===== src/hdl/assert_macros.svh =====
// Assertion macros used by the top-level RTL file.
// Depends on nothing; included by the top level.
`ifndef ASSERT_MACROS_SVH
`define ASSERT_MACROS_SVH
// implication check, disabled while reset is high
`define ASSERT_IMPL(label, clk, rst, pre, post) \
  label: assert property (@(posedge clk) disable iff (rst) (pre) |-> (post)) \
    else $error("assertion failed");
// next-cycle implication check
`define ASSERT_NEXT(label, clk, rst, pre, post) \
  label: assert property (@(posedge clk) disable iff (rst) (pre) |=> (post)) \
    else $error("assertion failed");
`endif


===== src/hdl/tswf_pkg.sv =====
// Package for the three-step weight fit: shared types and constants.
// Depends on nothing.
`default_nettype none
package tswf_pkg;
  localparam int unsigned STEP_W = 24;
  localparam int unsigned MAXC_W = 8;
  localparam int unsigned CFG_IDX_W = 2;
  localparam logic [CFG_IDX_W-1:0] REG_STEP_COARSE = 2'd0;
  localparam logic [CFG_IDX_W-1:0] REG_STEP_MID    = 2'd1;
  localparam logic [CFG_IDX_W-1:0] REG_STEP_FINE   = 2'd2;
  localparam logic [CFG_IDX_W-1:0] REG_MAX_COUNT   = 2'd3;

  // loop level selector
  typedef enum logic [1:0] {
    LVL_COARSE = 2'd0,
    LVL_MID    = 2'd1,
    LVL_FINE   = 2'd2
  } lvl_t;

  typedef struct packed {
    logic load;      // take target, reset best
    logic div_start; // start division for level
    lvl_t lvl;
    logic set_start; // load loop counter of lvl from quotient
    logic fine_eval; // evaluate one fine point
    logic dec;       // decrement counter of lvl
  } cmd_t;

  typedef struct packed {
    logic div_done;
    logic empty;     // loop start negative
    logic at_zero;   // counter of lvl is zero
    logic fine_stop; // fine loop break or done
  } stat_t;
endpackage
`default_nettype wire


===== src/hdl/tswf_if.sv =====
// Valid/ready channel interface carrying one word of payload.
// Depends on nothing.
`default_nettype none
interface tswf_if #(parameter int unsigned W = 24) (input wire logic clk);
  logic valid;
  logic ready;
  logic [W-1:0] data;
  modport source (output valid, output data, input ready);
  modport sink (input valid, input data, output ready);
endinterface
`default_nettype wire


===== src/hdl/tswf_div.sv =====
// Restoring divider, one quotient bit per cycle.
// Depends on nothing.
`default_nettype none
module tswf_div #(
  parameter int unsigned NW = 40,
  parameter int unsigned DW = 24
) (
  input  wire logic          clk,
  input  wire logic          rst,
  input  wire logic          start,
  input  wire logic [NW-1:0] num,
  input  wire logic [DW-1:0] den,
  output logic               done,
  output logic [NW-1:0]      quo
);
  localparam int unsigned CW = $clog2(NW + 1);
  logic [NW-1:0] q;
  logic [DW:0]   rem;
  logic [CW-1:0] cnt;
  logic          busy;
  logic [DW:0]   trial;

  assign trial = {rem[DW-1:0], q[NW-1]};
  assign quo = q;

  always_ff @(posedge clk) begin
    if (rst) begin
      busy <= 1'b0;
      done <= 1'b0;
      cnt <= '0;
    end else begin
      done <= 1'b0;
      if (start) begin
        busy <= 1'b1;
        q <= num;
        rem <= '0;
        cnt <= CW'(NW);
      end else if (busy) begin
        if (trial >= {1'b0, den}) begin
          rem <= trial - {1'b0, den};
          q <= {q[NW-2:0], 1'b1};
        end else begin
          rem <= trial;
          q <= {q[NW-2:0], 1'b0};
        end
        cnt <= cnt - 1'b1;
        if (cnt == CW'(1)) begin
          busy <= 1'b0;
          done <= 1'b1;
        end
      end
    end
  end
endmodule
`default_nettype wire


===== src/hdl/tswf_dp.sv =====
// Datapath: residuals, loop counters, division, error tracking.
// Depends on tswf_pkg and tswf_div.
`default_nettype none
module tswf_dp import tswf_pkg::*; #(
  parameter int unsigned COUNT_BITS = 8,
  parameter int unsigned FRAC_BITS = 12
) (
  input  wire logic                  clk,
  input  wire logic                  rst,
  input  wire cmd_t                  cmd,
  output stat_t                      stat,
  input  wire logic [STEP_W-1:0]     target_value,
  input  wire logic [STEP_W-1:0]     k1,
  input  wire logic [STEP_W-1:0]     k2,
  input  wire logic [STEP_W-1:0]     k3,
  input  wire logic [COUNT_BITS-1:0] mx,
  output logic [3*COUNT_BITS-1:0]    best_counts
);
  // residuals stay within [-2^(24+CB+2), 2^24]
  localparam int unsigned RW = STEP_W + COUNT_BITS + 3;
  localparam int unsigned EW = (RW + 1 > FRAC_BITS + 25) ? RW + 1 : FRAC_BITS + 25;
  localparam logic [EW-1:0] BEST_INIT = EW'(64'd10000000 << FRAC_BITS);
  localparam logic [EW-1:0] PREV_INIT = EW'(64'd1000 << FRAC_BITS);

  logic signed [RW-1:0] v, r1, r2, dlt;
  logic [COUNT_BITS:0]  c1, c2, c3;
  logic [EW-1:0]        best_err, prev_err, err;
  logic signed [RW-1:0] res_sel;
  logic [RW-1:0]        mag;
  logic [STEP_W-1:0]    k_sel;
  logic [RW-1:0]        quo;
  logic                 ddone;
  logic [COUNT_BITS:0]  start_cnt;
  logic                 neg;
  logic [COUNT_BITS:0]  cnt_sel;

  always_comb begin
    case (cmd.lvl)
      LVL_COARSE: begin res_sel = v; k_sel = k1; cnt_sel = c1; end
      LVL_MID:    begin res_sel = r1; k_sel = k2; cnt_sel = c2; end
      default:    begin res_sel = r2; k_sel = k3; cnt_sel = c3; end
    endcase
  end

  // divide the magnitude; sign handled below so the quotient truncates toward zero
  assign neg = res_sel[RW-1];
  assign mag = neg ? $unsigned(-res_sel) : $unsigned(res_sel);

  tswf_div #(.NW(RW), .DW(STEP_W)) u_div (
    .clk(clk), .rst(rst), .start(cmd.div_start),
    .num(mag), .den(k_sel), .done(ddone), .quo(quo)
  );

  // negative residual: start is 1 - |q|, empty once |q| reaches 2
  always_comb begin
    if (k_sel == '0) start_cnt = {1'b0, mx};
    else if (neg) start_cnt = (quo == '0 && mx != '0) ? (COUNT_BITS+1)'(1) : '0;
    else if (quo >= RW'(mx)) start_cnt = {1'b0, mx};
    else start_cnt = (COUNT_BITS+1)'(quo) + 1'b1;
  end

  assign dlt = r2 - $signed(RW'(c3) * RW'(k3));
  assign err = dlt[RW-1] ? EW'(-dlt) : EW'(dlt);

  assign stat.div_done = ddone;
  assign stat.empty = neg && ((k_sel == '0) || (quo > RW'(1)));
  assign stat.at_zero = (cnt_sel == '0);
  assign stat.fine_stop = (err > prev_err) || (c3 == '0);

  always_ff @(posedge clk) begin
    if (cmd.load) begin
      v <= RW'(target_value);
      best_err <= BEST_INIT;
      best_counts <= '0;
    end
    if (cmd.set_start) begin
      case (cmd.lvl)
        LVL_COARSE: c1 <= start_cnt;
        LVL_MID:    c2 <= start_cnt;
        default: begin
          c3 <= start_cnt;
          prev_err <= PREV_INIT;
        end
      endcase
    end
    if (cmd.dec) begin
      case (cmd.lvl)
        LVL_COARSE: c1 <= c1 - 1'b1;
        LVL_MID:    c2 <= c2 - 1'b1;
        default:    c3 <= c3 - 1'b1;
      endcase
    end
    r1 <= v - $signed(RW'(c1) * RW'(k1));
    r2 <= r1 - $signed(RW'(c2) * RW'(k2));
    if (cmd.fine_eval) begin
      prev_err <= err;
      if (err < best_err) begin
        best_err <= err;
        best_counts <= {c1[COUNT_BITS-1:0], c2[COUNT_BITS-1:0], c3[COUNT_BITS-1:0]};
      end
    end
  end
endmodule
`default_nettype wire


===== src/hdl/tswf_ctrl.sv =====
// Controller: sequences the three nested count loops.
// Depends on tswf_pkg.
`default_nettype none
module tswf_ctrl import tswf_pkg::*; (
  input  wire logic  clk,
  input  wire logic  rst,
  input  wire logic  in_fire,
  input  wire logic  out_free,
  input  wire stat_t stat,
  output cmd_t       cmd,
  output logic       busy,
  output logic       res_load
);
  typedef enum logic [7:0] {
    S_IDLE = 8'b00000001,
    S_WAIT = 8'b00000010, // let residuals settle
    S_DIV  = 8'b00000100,
    S_DWT  = 8'b00001000,
    S_SET  = 8'b00010000,
    S_FINE = 8'b00100000,
    S_NEXT = 8'b01000000,
    S_DONE = 8'b10000000
  } state_t;
  state_t state, state_next;
  lvl_t lvl, lvl_next;
  logic [1:0] wcnt, wcnt_next;

  always_comb begin
    state_next = state;
    lvl_next = lvl;
    wcnt_next = wcnt;
    cmd = '0;
    cmd.lvl = lvl;
    res_load = 1'b0;
    case (state)
      S_IDLE: if (in_fire) begin
        cmd.load = 1'b1;
        lvl_next = LVL_COARSE;
        wcnt_next = 2'd2;
        state_next = S_WAIT;
      end
      S_WAIT: begin
        wcnt_next = wcnt - 1'b1;
        if (wcnt == 2'd0) state_next = S_DIV;
      end
      S_DIV: begin
        cmd.div_start = 1'b1;
        state_next = S_DWT;
      end
      S_DWT: if (stat.div_done) begin
        if (stat.empty) begin
          // empty loop: step the enclosing loop
          lvl_next = (lvl == LVL_FINE) ? LVL_MID : LVL_COARSE;
          state_next = S_NEXT;
        end else state_next = S_SET;
      end
      S_SET: begin
        cmd.set_start = 1'b1;
        wcnt_next = 2'd2;
        state_next = S_WAIT;
        case (lvl)
          LVL_COARSE: lvl_next = LVL_MID;
          LVL_MID:    lvl_next = LVL_FINE;
          default:    state_next = S_FINE;
        endcase
      end
      S_FINE: begin
        cmd.fine_eval = 1'b1;
        if (stat.fine_stop) begin
          lvl_next = LVL_MID;
          state_next = S_NEXT;
        end else cmd.dec = 1'b1;
      end
      S_NEXT: begin
        if (stat.at_zero) begin
          if (lvl == LVL_COARSE) state_next = S_DONE;
          else lvl_next = LVL_COARSE;
        end else begin
          cmd.dec = 1'b1;
          lvl_next = (lvl == LVL_COARSE) ? LVL_MID : LVL_FINE;
          wcnt_next = 2'd2;
          state_next = S_WAIT;
        end
      end
      S_DONE: if (out_free) begin
        res_load = 1'b1;
        state_next = S_IDLE;
      end
      default: state_next = S_IDLE;
    endcase
  end

  assign busy = (state != S_IDLE);

  always_ff @(posedge clk) begin
    if (rst) begin
      state <= S_IDLE;
      lvl <= LVL_COARSE;
      wcnt <= '0;
    end else begin
      state <= state_next;
      lvl <= lvl_next;
      wcnt <= wcnt_next;
    end
  end
endmodule
`default_nettype wire


===== src/hdl/three_step_weight_fit.sv =====
// Three-step weight fit: searches counts c1,c2,c3 minimising |target - sum|.
// Each loop start takes one division on the shared bit-serial divider;
// a full search runs to roughly (max+2)^2 divisions plus one evaluation per fine point.
// Throughput: one word at a time; a new target is taken only once the result is loaded.
// Reset: synchronous, active high; config, control and output-valid registers reset.
`default_nettype none
`include "assert_macros.svh"
module three_step_weight_fit import tswf_pkg::*; #(
  parameter int unsigned COUNT_BITS = 8,
  parameter int unsigned FRAC_BITS = 12
) (
  input  wire logic                 clk,
  input  wire logic                 rst,
  tswf_if.sink                      in_ch,
  tswf_if.source                    out_ch,
  input  wire logic                 cfg_we,
  input  wire logic [CFG_IDX_W-1:0] cfg_index,
  input  wire logic [STEP_W-1:0]    cfg_data
);
  logic [STEP_W-1:0] k1, k2, k3;
  logic [MAXC_W-1:0] mxr;
  logic [STEP_W-1:0] tgt;
  cmd_t cmd;
  stat_t stat;
  logic busy, res_load, in_fire;
  logic [3*COUNT_BITS-1:0] best;
  logic ovalid;
  logic [3*COUNT_BITS-1:0] ores;

  always_ff @(posedge clk) begin
    if (rst) begin
      k1 <= STEP_W'(65536);
      k2 <= STEP_W'(11585);
      k3 <= STEP_W'(2048);
      mxr <= 8'd255;
    end else if (cfg_we) begin
      case (cfg_index)
        REG_STEP_COARSE: k1 <= cfg_data;
        REG_STEP_MID:    k2 <= cfg_data;
        REG_STEP_FINE:   k3 <= cfg_data;
        REG_MAX_COUNT:   mxr <= cfg_data[MAXC_W-1:0];
        default: ;
      endcase
    end
  end

  assign in_ch.ready = !busy;
  assign in_fire = in_ch.valid && in_ch.ready;
  always_ff @(posedge clk) if (in_fire) tgt <= in_ch.data;

  tswf_ctrl u_ctrl (
    .clk(clk), .rst(rst), .in_fire(in_fire), .out_free(!ovalid || out_ch.ready),
    .stat(stat), .cmd(cmd), .busy(busy), .res_load(res_load)
  );

  tswf_dp #(.COUNT_BITS(COUNT_BITS), .FRAC_BITS(FRAC_BITS)) u_dp (
    .clk(clk), .rst(rst), .cmd(cmd), .stat(stat),
    .target_value(in_fire ? in_ch.data : tgt), .k1(k1), .k2(k2), .k3(k3),
    .mx(COUNT_BITS'(mxr)), .best_counts(best)
  );

  always_ff @(posedge clk) begin
    if (rst) ovalid <= 1'b0;
    else if (res_load) ovalid <= 1'b1;
    else if (out_ch.ready) ovalid <= 1'b0;
    if (res_load) ores <= best;
  end

  assign out_ch.valid = ovalid;
  assign out_ch.data = {8'(ores[3*COUNT_BITS-1:2*COUNT_BITS]),
                        8'(ores[2*COUNT_BITS-1:COUNT_BITS]),
                        8'(ores[COUNT_BITS-1:0])};

  `ASSERT_NEXT(a_busy_after_accept, clk, rst, in_fire, busy)
  `ASSERT_IMPL(a_no_accept_busy, clk, rst, busy, !in_ch.ready)
  `ASSERT_NEXT(a_load_sets_valid, clk, rst, res_load, out_ch.valid)
endmodule
`default_nettype wire


===== src/flat_wrapper.sv =====
// flat-port wrapper written by rule: the top's interface ports become plain ports
module three_step_weight_fit_flat import tswf_pkg::*;
#(
  parameter int unsigned COUNT_BITS = 8,
  parameter int unsigned FRAC_BITS = 12
)
  (clk, rst, cfg_we, cfg_index, cfg_data, in_ch_valid, in_ch_data, in_ch_ready, out_ch_valid, out_ch_data, out_ch_ready);
  tswf_if #(.W(24)) in_ch_i (.clk(clk));
  tswf_if #(.W(24)) out_ch_i (.clk(clk));
  input  wire logic clk;
  input  wire logic rst;
  input  wire logic cfg_we;
  input  wire logic [CFG_IDX_W-1:0] cfg_index;
  input  wire logic [STEP_W-1:0] cfg_data;
  input wire logic [$bits(in_ch_i.valid)-1:0] in_ch_valid;
  input wire logic [$bits(in_ch_i.data)-1:0] in_ch_data;
  output wire logic [$bits(in_ch_i.ready)-1:0] in_ch_ready;
  output wire logic [$bits(out_ch_i.valid)-1:0] out_ch_valid;
  output wire logic [$bits(out_ch_i.data)-1:0] out_ch_data;
  input wire logic [$bits(out_ch_i.ready)-1:0] out_ch_ready;
  assign in_ch_i.valid = in_ch_valid;
  assign in_ch_i.data = in_ch_data;
  assign in_ch_ready = in_ch_i.ready;
  assign out_ch_valid = out_ch_i.valid;
  assign out_ch_data = out_ch_i.data;
  assign out_ch_i.ready = out_ch_ready;
  three_step_weight_fit #(.COUNT_BITS(COUNT_BITS), .FRAC_BITS(FRAC_BITS)) u_core (.clk(clk), .rst(rst), .in_ch(in_ch_i), .out_ch(out_ch_i), .cfg_we(cfg_we), .cfg_index(cfg_index), .cfg_data(cfg_data));
endmodule

===== config.mk =====
export PLATFORM = sky130hd
export DESIGN_NAME = three_step_weight_fit_flat
export DESIGN_NICKNAME = d
export VERILOG_FILES = /design/src/hdl/tswf_pkg.sv /design/src/hdl/tswf_if.sv /design/src/hdl/tswf_div.sv /design/src/hdl/tswf_dp.sv /design/src/hdl/tswf_ctrl.sv /design/src/hdl/three_step_weight_fit.sv /design/src/flat_wrapper.sv
export VERILOG_INCLUDE_DIRS = /design/src /design/src/hdl
export SDC_FILE = /design/constraint.sdc
export NUM_CORES = 2
export LEC_CHECK = 0
export ABC_AREA = 1
export BUFFER_PORTS_ARGS = -buffer_cell sky130_fd_sc_hd__clkbuf_2
export CAP_MARGIN = 10
export CELL_PAD_IN_SITES_DETAIL_PLACEMENT = 1
export CELL_PAD_IN_SITES_GLOBAL_PLACEMENT = 1
export CORE_ASPECT_RATIO = 1.75
export CORE_UTILIZATION = 40
export CTS_BUF_LIST = sky130_fd_sc_hd__clkbuf_2
export CTS_CLUSTER_DIAMETER = 40
export CTS_CLUSTER_SIZE = 28
export DETAILED_ROUTE_END_ITERATION = 12
export PLACE_DENSITY_LB_ADDON = 0.1
export SLEW_MARGIN = 20
export SYNTH_ARGS = -nofsm -noshare
export SYNTH_HDL_FRONTEND = slang
export SYNTH_SLANG_ARGS = --single-unit

===== constraint.sdc =====
create_clock -name clk -period 13.85 [get_ports clk]
set_clock_uncertainty 0.15 [all_clocks]
set_input_delay 2.0775 -clock clk [delete_from_list [all_inputs] [get_ports clk]]
set_output_delay 2.0775 -clock clk [all_outputs]
set_load 0.005 [all_outputs]

# Word level (Yosys, flattened, before mapping)
# Cells that the tools add are included.
# word_totals
ff_bits	426
output_inout_bits	26
wordCells	183
# op_classes
add_sub_neg	12
multipliers	3
order_cmp	5
eq_ne	26
n_mux	77
bitwise	2
reduce_logical	33
# ops
op	count
2-to-1 mux 37 bit	7
2-to-1 mux 24 bit	6
2-to-1 mux 9 bit	15
2-to-1 mux 35 bit	3
multiplier 9 x 24 -> 33 bit	3
one-hot mux 35 bit (2 select lines)	1
one-hot mux 8 bit (8 select lines)	1
2-to-1 mux 8 bit	7
one-hot mux 24 bit (2 select lines)	1
greater-than comparator 37 bit	1
less-than comparator 37 bit	1
negator 35 -> 37 bit	1
greater-or-equal comparator 35 x 8 -> 1 bit	1
greater-than comparator 35 x 1 -> 1 bit (second input constant)	1
zero test 35 bit	1
negator 35 bit	1
subtractor 34 x 34 -> 35 bit	1
subtractor 35 x 34 -> 35 bit	1
subtractor 24 x 33 -> 34 bit	1
subtractor 9 x 1 -> 9 bit (second input constant)	3
greater-or-equal comparator 25 x 24 -> 1 bit	1
zero test 24 bit	1
subtractor 24 bit	1
zero test 9 bit	2
43 further kinds	96

# Depth between registers and ports, before layout
# logic_depth
word_depth	9
mapped_depth	64
ltp_nobuf	60

# Hierarchy
# From an unflattened synthesis, not the netlist that was laid out.
# unflattened
hier_cells	6868
hier_area_um2	48667.9
# modules_own_cells
module	n_inst	cells_per_inst	area_per_inst_um2	seq_area_each_um2
tswf_dp	1	5381	37956.4	4974.8
tswf_div	1	729	5039.8	1931.9
three_step_weight_fit	1	619	4774.6	2822.7
tswf_ctrl	1	139	897.1	240.2

# Worst setup path after synthesis
# No wires, ideal clock.
# synth_path
path_type	flip-flop to flip-flop
startpoint	register u_core.u_dp.c3[2]
endpoint	register u_core.u_dp.best_err[31]
setup_ns	0.139
t_arrival_ns	9.416
required_time_ns	13.561
slack_ns	4.145
stages_incl_launch_ff	58
path_buffers	4
cell_sequence	dfxtp_1 -> clkbuf_1 -> buf_1 -> nand2_1 -> fa_1 -> inv_1 -> fa_1 -> inv_1 -> fa_1 -> fa_1 -> inv_1 -> ha_1 -> nand3_1 -> nand3_1 -> a21oi_1 -> o21ai_1 -> a21boi_0 -> o21ai_1 -> (+22 left out) -> nand2_1 -> inv_1 -> nand4_1 -> o211ai_1 -> a31oi_1 -> o21ai_0 -> nand4_1 -> nand2_1 -> nand2_1 -> nand2_1 -> nand2_1 -> o2111ai_1 -> nand2_1 -> nand2_1 -> inv_1 -> nor2_1 -> clkbuf_1 -> a22oi_1
# synth_via
elab_chain_cells	7
# synth_lines
element	line_no	rtl
start: declaration	tswf_dp.sv:26	logic [COUNT_BITS:0] c1, c2, c3;
start signal: assignment	tswf_dp.sv:81	c3 <= start_cnt;
start signal: assignment	tswf_dp.sv:90	default: c3 <= c3 - 1'b1;
multiplier 9 x 24 -> 33 bit *	tswf_dp.sv:62	assign dlt = r2 - $signed(RW'(c3) * RW'(k3));
subtractor 35 x 34 -> 35 bit *	tswf_dp.sv:62	
negator 35 -> 37 bit	tswf_dp.sv:63	assign err = dlt[RW-1] ? EW'(-dlt) : EW'(dlt);
2-to-1 mux 37 bit *	tswf_dp.sv:63	
via u_core.u_dp.err[4]	tswf_dp.sv:27	logic [EW-1:0] best_err, prev_err, err;
less-than comparator 37 bit *	tswf_dp.sv:97	if (err < best_err) begin
2-to-1 mux 37 bit *	tswf_dp.sv:97	
2-to-1 mux 37 bit *	tswf_dp.sv:95	if (cmd.fine_eval) begin
end signal: assignment	tswf_dp.sv:98	best_err <= err;
end: declaration	tswf_dp.sv:27	
# The timed path passes the listed nets; every way through them passes the cells marked *.
# A chain may end at the register's enable or synchronous reset.

# Worst setup path after layout
# layout_path
startpoint	register u_core.u_dp.c3[0]
endpoint	register u_core.u_dp.c3[5]
# layout_via
elab_chain_cells	9
word_cells_on_any_way	15
cone_classes	add/sub: 3; mul: 1; order compare: 1; mux: 7; reduce/logical: 3
# layout_lines
element	line_no	rtl
multiplier 9 x 24 -> 33 bit *	tswf_dp.sv:62	
subtractor 35 x 34 -> 35 bit *	tswf_dp.sv:62	
negator 35 -> 37 bit	tswf_dp.sv:63	
2-to-1 mux 37 bit *	tswf_dp.sv:63	
via u_core.u_dp.err[19]	tswf_dp.sv:27	
greater-than comparator 37 bit *	tswf_dp.sv:68	assign stat.fine_stop = (err > prev_err) || (c3 == '0);
logical OR 1 bit *	tswf_dp.sv:68	
2-to-1 mux 1 bit *	tswf_ctrl.sv:69	if (stat.fine_stop) begin
one-hot mux 1 bit (2 select lines) *	tswf_ctrl.sv:35	case (state)
2-to-1 mux 9 bit *	tswf_dp.sv:86	if (cmd.dec) begin
# Marked as above.

==> out/qor.yml <==
run_status: "finished, final reports clean"
remaining_drc_errors: 0
fillerInstances: 14280
synth_async_sr_flop_share_pct: 0
share_of_final_layout_standard_cells_stronger_than_drive_strength_1_pct: 6.43
initial_antenna_violation_count: 7
grt_pass1_vias: 44092
p_per_area_nw_per_um2: 239
synth_compound_area_share_pct: 10.3
synthTopCellsByCount: "1460 x nand2_1, 1234 x inv_1, 488 x fa_1"
cp-start-kind: "register"
die-width_microns: 258
maximum_clock_frequency_mhz: 79.3
largest_net_degree_at_the_start_of_global_routing: 96
final_antenna_net_count: 0
synthMostInstantiatedCell: "nand2_1"
cts_hold_repair.buffers: 0
hpwl_microns: 146000
timing.critical_path.slowest_stage_cell: "nor4_1"
cts_htree_levels: 3
largest_family_of_logic_cells_by_synthesized_area: "adder cells"
worst_ep_arrival_time_ns: 13.67
synth-edff-count: 144
report.power.total_mw: 11.7
yosys_register_bits: 426
synthesis.yosys.warnings: 0
grt.overflow.total: 0
numClockSinks: 426
post-cts-setup-buffers: 0
area_of_the_mapped_netlist_sq_um: 45800
slew_violations: 0
crit_path_from: "u_core.u_dp.c3[0]"
grt_pass1_wl_microns: 264000
coreArea_sq_um: 113000
clk_root_buffer_cell: "clkbuf_2"
post-synth-top-area-cell: "fa_1"
worst-r2r-cell-count: 55
post_synth_adder_cell_area_pct: 31.1
max_cap_viol_count: 0
total_die_area_sq_um: 116000
timing_worst_slew_pin_value_ns: 1.13
finalSetupTns_ns: 0
floorplan.die.height_microns: 450
synth_xor_area_share_pct: 4.57
timing.critical_path.required_ns: 14.91
cts_resized: 0
critical_path.reg2reg.startpoint: "u_core.u_dp.c3[0]"
hold_violation_count_in_the_final_report: 0
biggest_area_contributors_in_the_synthesized_netlist: "fa_1 21%, dfxtp_1 12%, nand2_1 12%"
port-buffer-count: 80
placement.cell_area_sq_um: 47600
yosysSeqAreaShare_pct: 21.8
synth_cells: 6039
synth_top_area_share_pct: 21.3
yosys.cell_types.count: 79
crit_path_max_incr_delay_ns: 0.87
drtPass1Iterations: 5
crit_path_frequent_cell: "nand2_1"
floorplan.initialDensity_pct: 40.5
dr_total_vias: 39859
final_net_count: 6922
timing.hold.worst.class: "register to register"
endpoint: "u_core.u_dp.c3[5]"
stdcell_area_sq_um: 48700
layout.core_utilization_pct: 43.0
setup_viol_count_final: 0
avgViaCountPerCell: 5.26
synthMuxAreaShare_pct: 0.156
drt-initial-drc-count: 2103
power_leakage_nw: 25.7
post_synthesis_simple_gate_area_fraction_pct: 19.6
grt_setup_unrepaired: "false"
critPathMaxFanout: 26
clk_pin_slew_ns: 0.21
reg2reg_slack_ns: 1.24
cts_tree: "built"
cts-buffers-inserted: 71
endpoint_class_of_the_critical_path: "register"
min_period_over_period_pct: 91.0
power.ir.vdd_worst_v: 0.000129
place.detailed.instances: 7435
synth_flop_cell: "dfxtp_1"
regToRegEndpoint: "u_core.u_dp.c3[5]"
slew_headroom_pct: 24.1
floorplan.io_pins: 81
final_cells: 7574
cts.path.max_buffers: 3
synthesis.area_per_instance_sq_um: 7.58
routed_wire_length_per_instance_microns: 23.2
area.growth.synth_to_final_pct: 6.34
clock_latency_ns: 1.42
track_usage_pct: 30.8
routed_wl_microns: 175000
finalWeightedCongestion: 0.961
floorplan.rows: 163
finalCriticalPeriod_ns: 12.61
critical_path_class: "register to register"
[sequential cells by signal, summed over array words and instances, names as in the netlist, 24 cells and up]
| name | cells |
|---|---|
| u_core.tgt | 24 |
| u_core.u_dp.u_div.rem | 24 |
| u_core.k3 | 24 |
| u_core.u_dp.u_div.quo | 35 |
| u_core.k2 | 24 |
| u_core.u_dp.r1 | 34 |
| u_core.u_dp.prev_err | 37 |
| u_core.u_dp.best_err | 37 |
| u_core.u_dp.v | 24 |
| u_core.u_dp.r2 | 35 |
| u_core.k1 | 24 |
| u_core.out_ch.data | 24 |
| u_core.u_dp.best_counts | 24 |
[placed cells by master, fill, tap and decap left out, types with 40 or more instances in the layout]
cell type,netlist,final
o21bai_1,42,42
nand4_1,61,61
xnor2_1,86,86
a21oi_1,264,264
nor2_1,407,402
fa_1,488,488
nand3_1,127,126
o22ai_1,69,69
buf_4,2,69
edfxtp_1,144,144
dfxtp_1,282,280
ha_1,356,356
o21ai_1,39,40
clkbuf_2,0,162
inv_1,1234,1233
o21ai_0,282,281
nand2_1,1460,1458
nor3_1,43,43
xor2_1,151,151
[cells by family after synthesis]
kind of cell             count (synthesis)
AO/OA/AOI/OAI                          825
XOR/XNOR                               238
adder cells (fa/ha/maj)                844
buffers and inverters                 1503
flip-flops                             426
multiplexers                             7
other                                    1
AND/OR/NAND/NOR                       2195
[how the worst min path moves through the flow]
stage / slack (ns) / cells after the start / start / endpoint
2_1_floorplan: 0.26 / 0 / u_core.u_dp.best_counts[0] / u_core.out_ch.data[0]
3_3_place_gp: 0.27 / 0 / u_core.u_dp.best_counts[23] / u_core.out_ch.data[23]
3_5_place_dp: 0.26 / 0 / u_core.u_dp.best_counts[2] / u_core.out_ch.data[2]
4_1_cts: 0.28 / 0 / u_core.u_dp.best_counts[0] / u_core.out_ch.data[0]
5_1_grt: 0.28 / 0 / u_core.u_dp.best_counts[5] / u_core.out_ch.data[5]
6_report: 0.28 / 0 / u_core.u_dp.best_counts[20] / u_core.out_ch.data[20]
[power breakdown]
group          switching [mW]  internal [mW]
Combinational            5.89           2.78
Sequential              0.331           1.60
Clock                   0.634          0.414
Total                    6.86           4.80
[layout make-up]
type | count | area (sq um) | area share [%]
timing repair buffer | 149 | 918 | 1.89
tap | 1485 | 1860 | 3.81
antenna | 8 | 20.0 | 0.0411
multi-input combinational | 4113 | 30100 | 61.9
inverter | 1262 | 4740 | 9.74
clock inverter | 49 | 657 | 1.35
sequential | 426 | 9970 | 20.5
clock buffer | 82 | 410 | 0.843
[through the flow]
stage | hold slack [ns] | setup WS (ns)
4_1_cts | 0.276 | 1.27
3_3_place_gp | 0.265 | 1.53
2_1_floorplan | 0.259 | 4.15
3_5_place_dp | 0.264 | 1.47
5_1_grt | 0.277 | 0.664
6_report | 0.278 | 1.24
[worst max-delay path, delay by kind of cell (launching register included)]
family	cells	cell delay, ns
compound gates	13	2.74
flops	1	0.62
fa+ha+maj	7	3.08
xor+xnor	2	0.37
simple gates	26	4.35
buf+inv	7	1.11
[layer usage]
metal / up-vias / global-route usage [%] / routed length, microns
met5: - / 0 / 30
met4: 4 / 23.2 / 15300
met3: 464 / 3.59 / 5660
met2: 804 / 59.5 / 95400
met1: 19937 / 29.2 / 59000
li1: 18650 / - / -
Note: power is estimated with default switching activity, not from simulation.
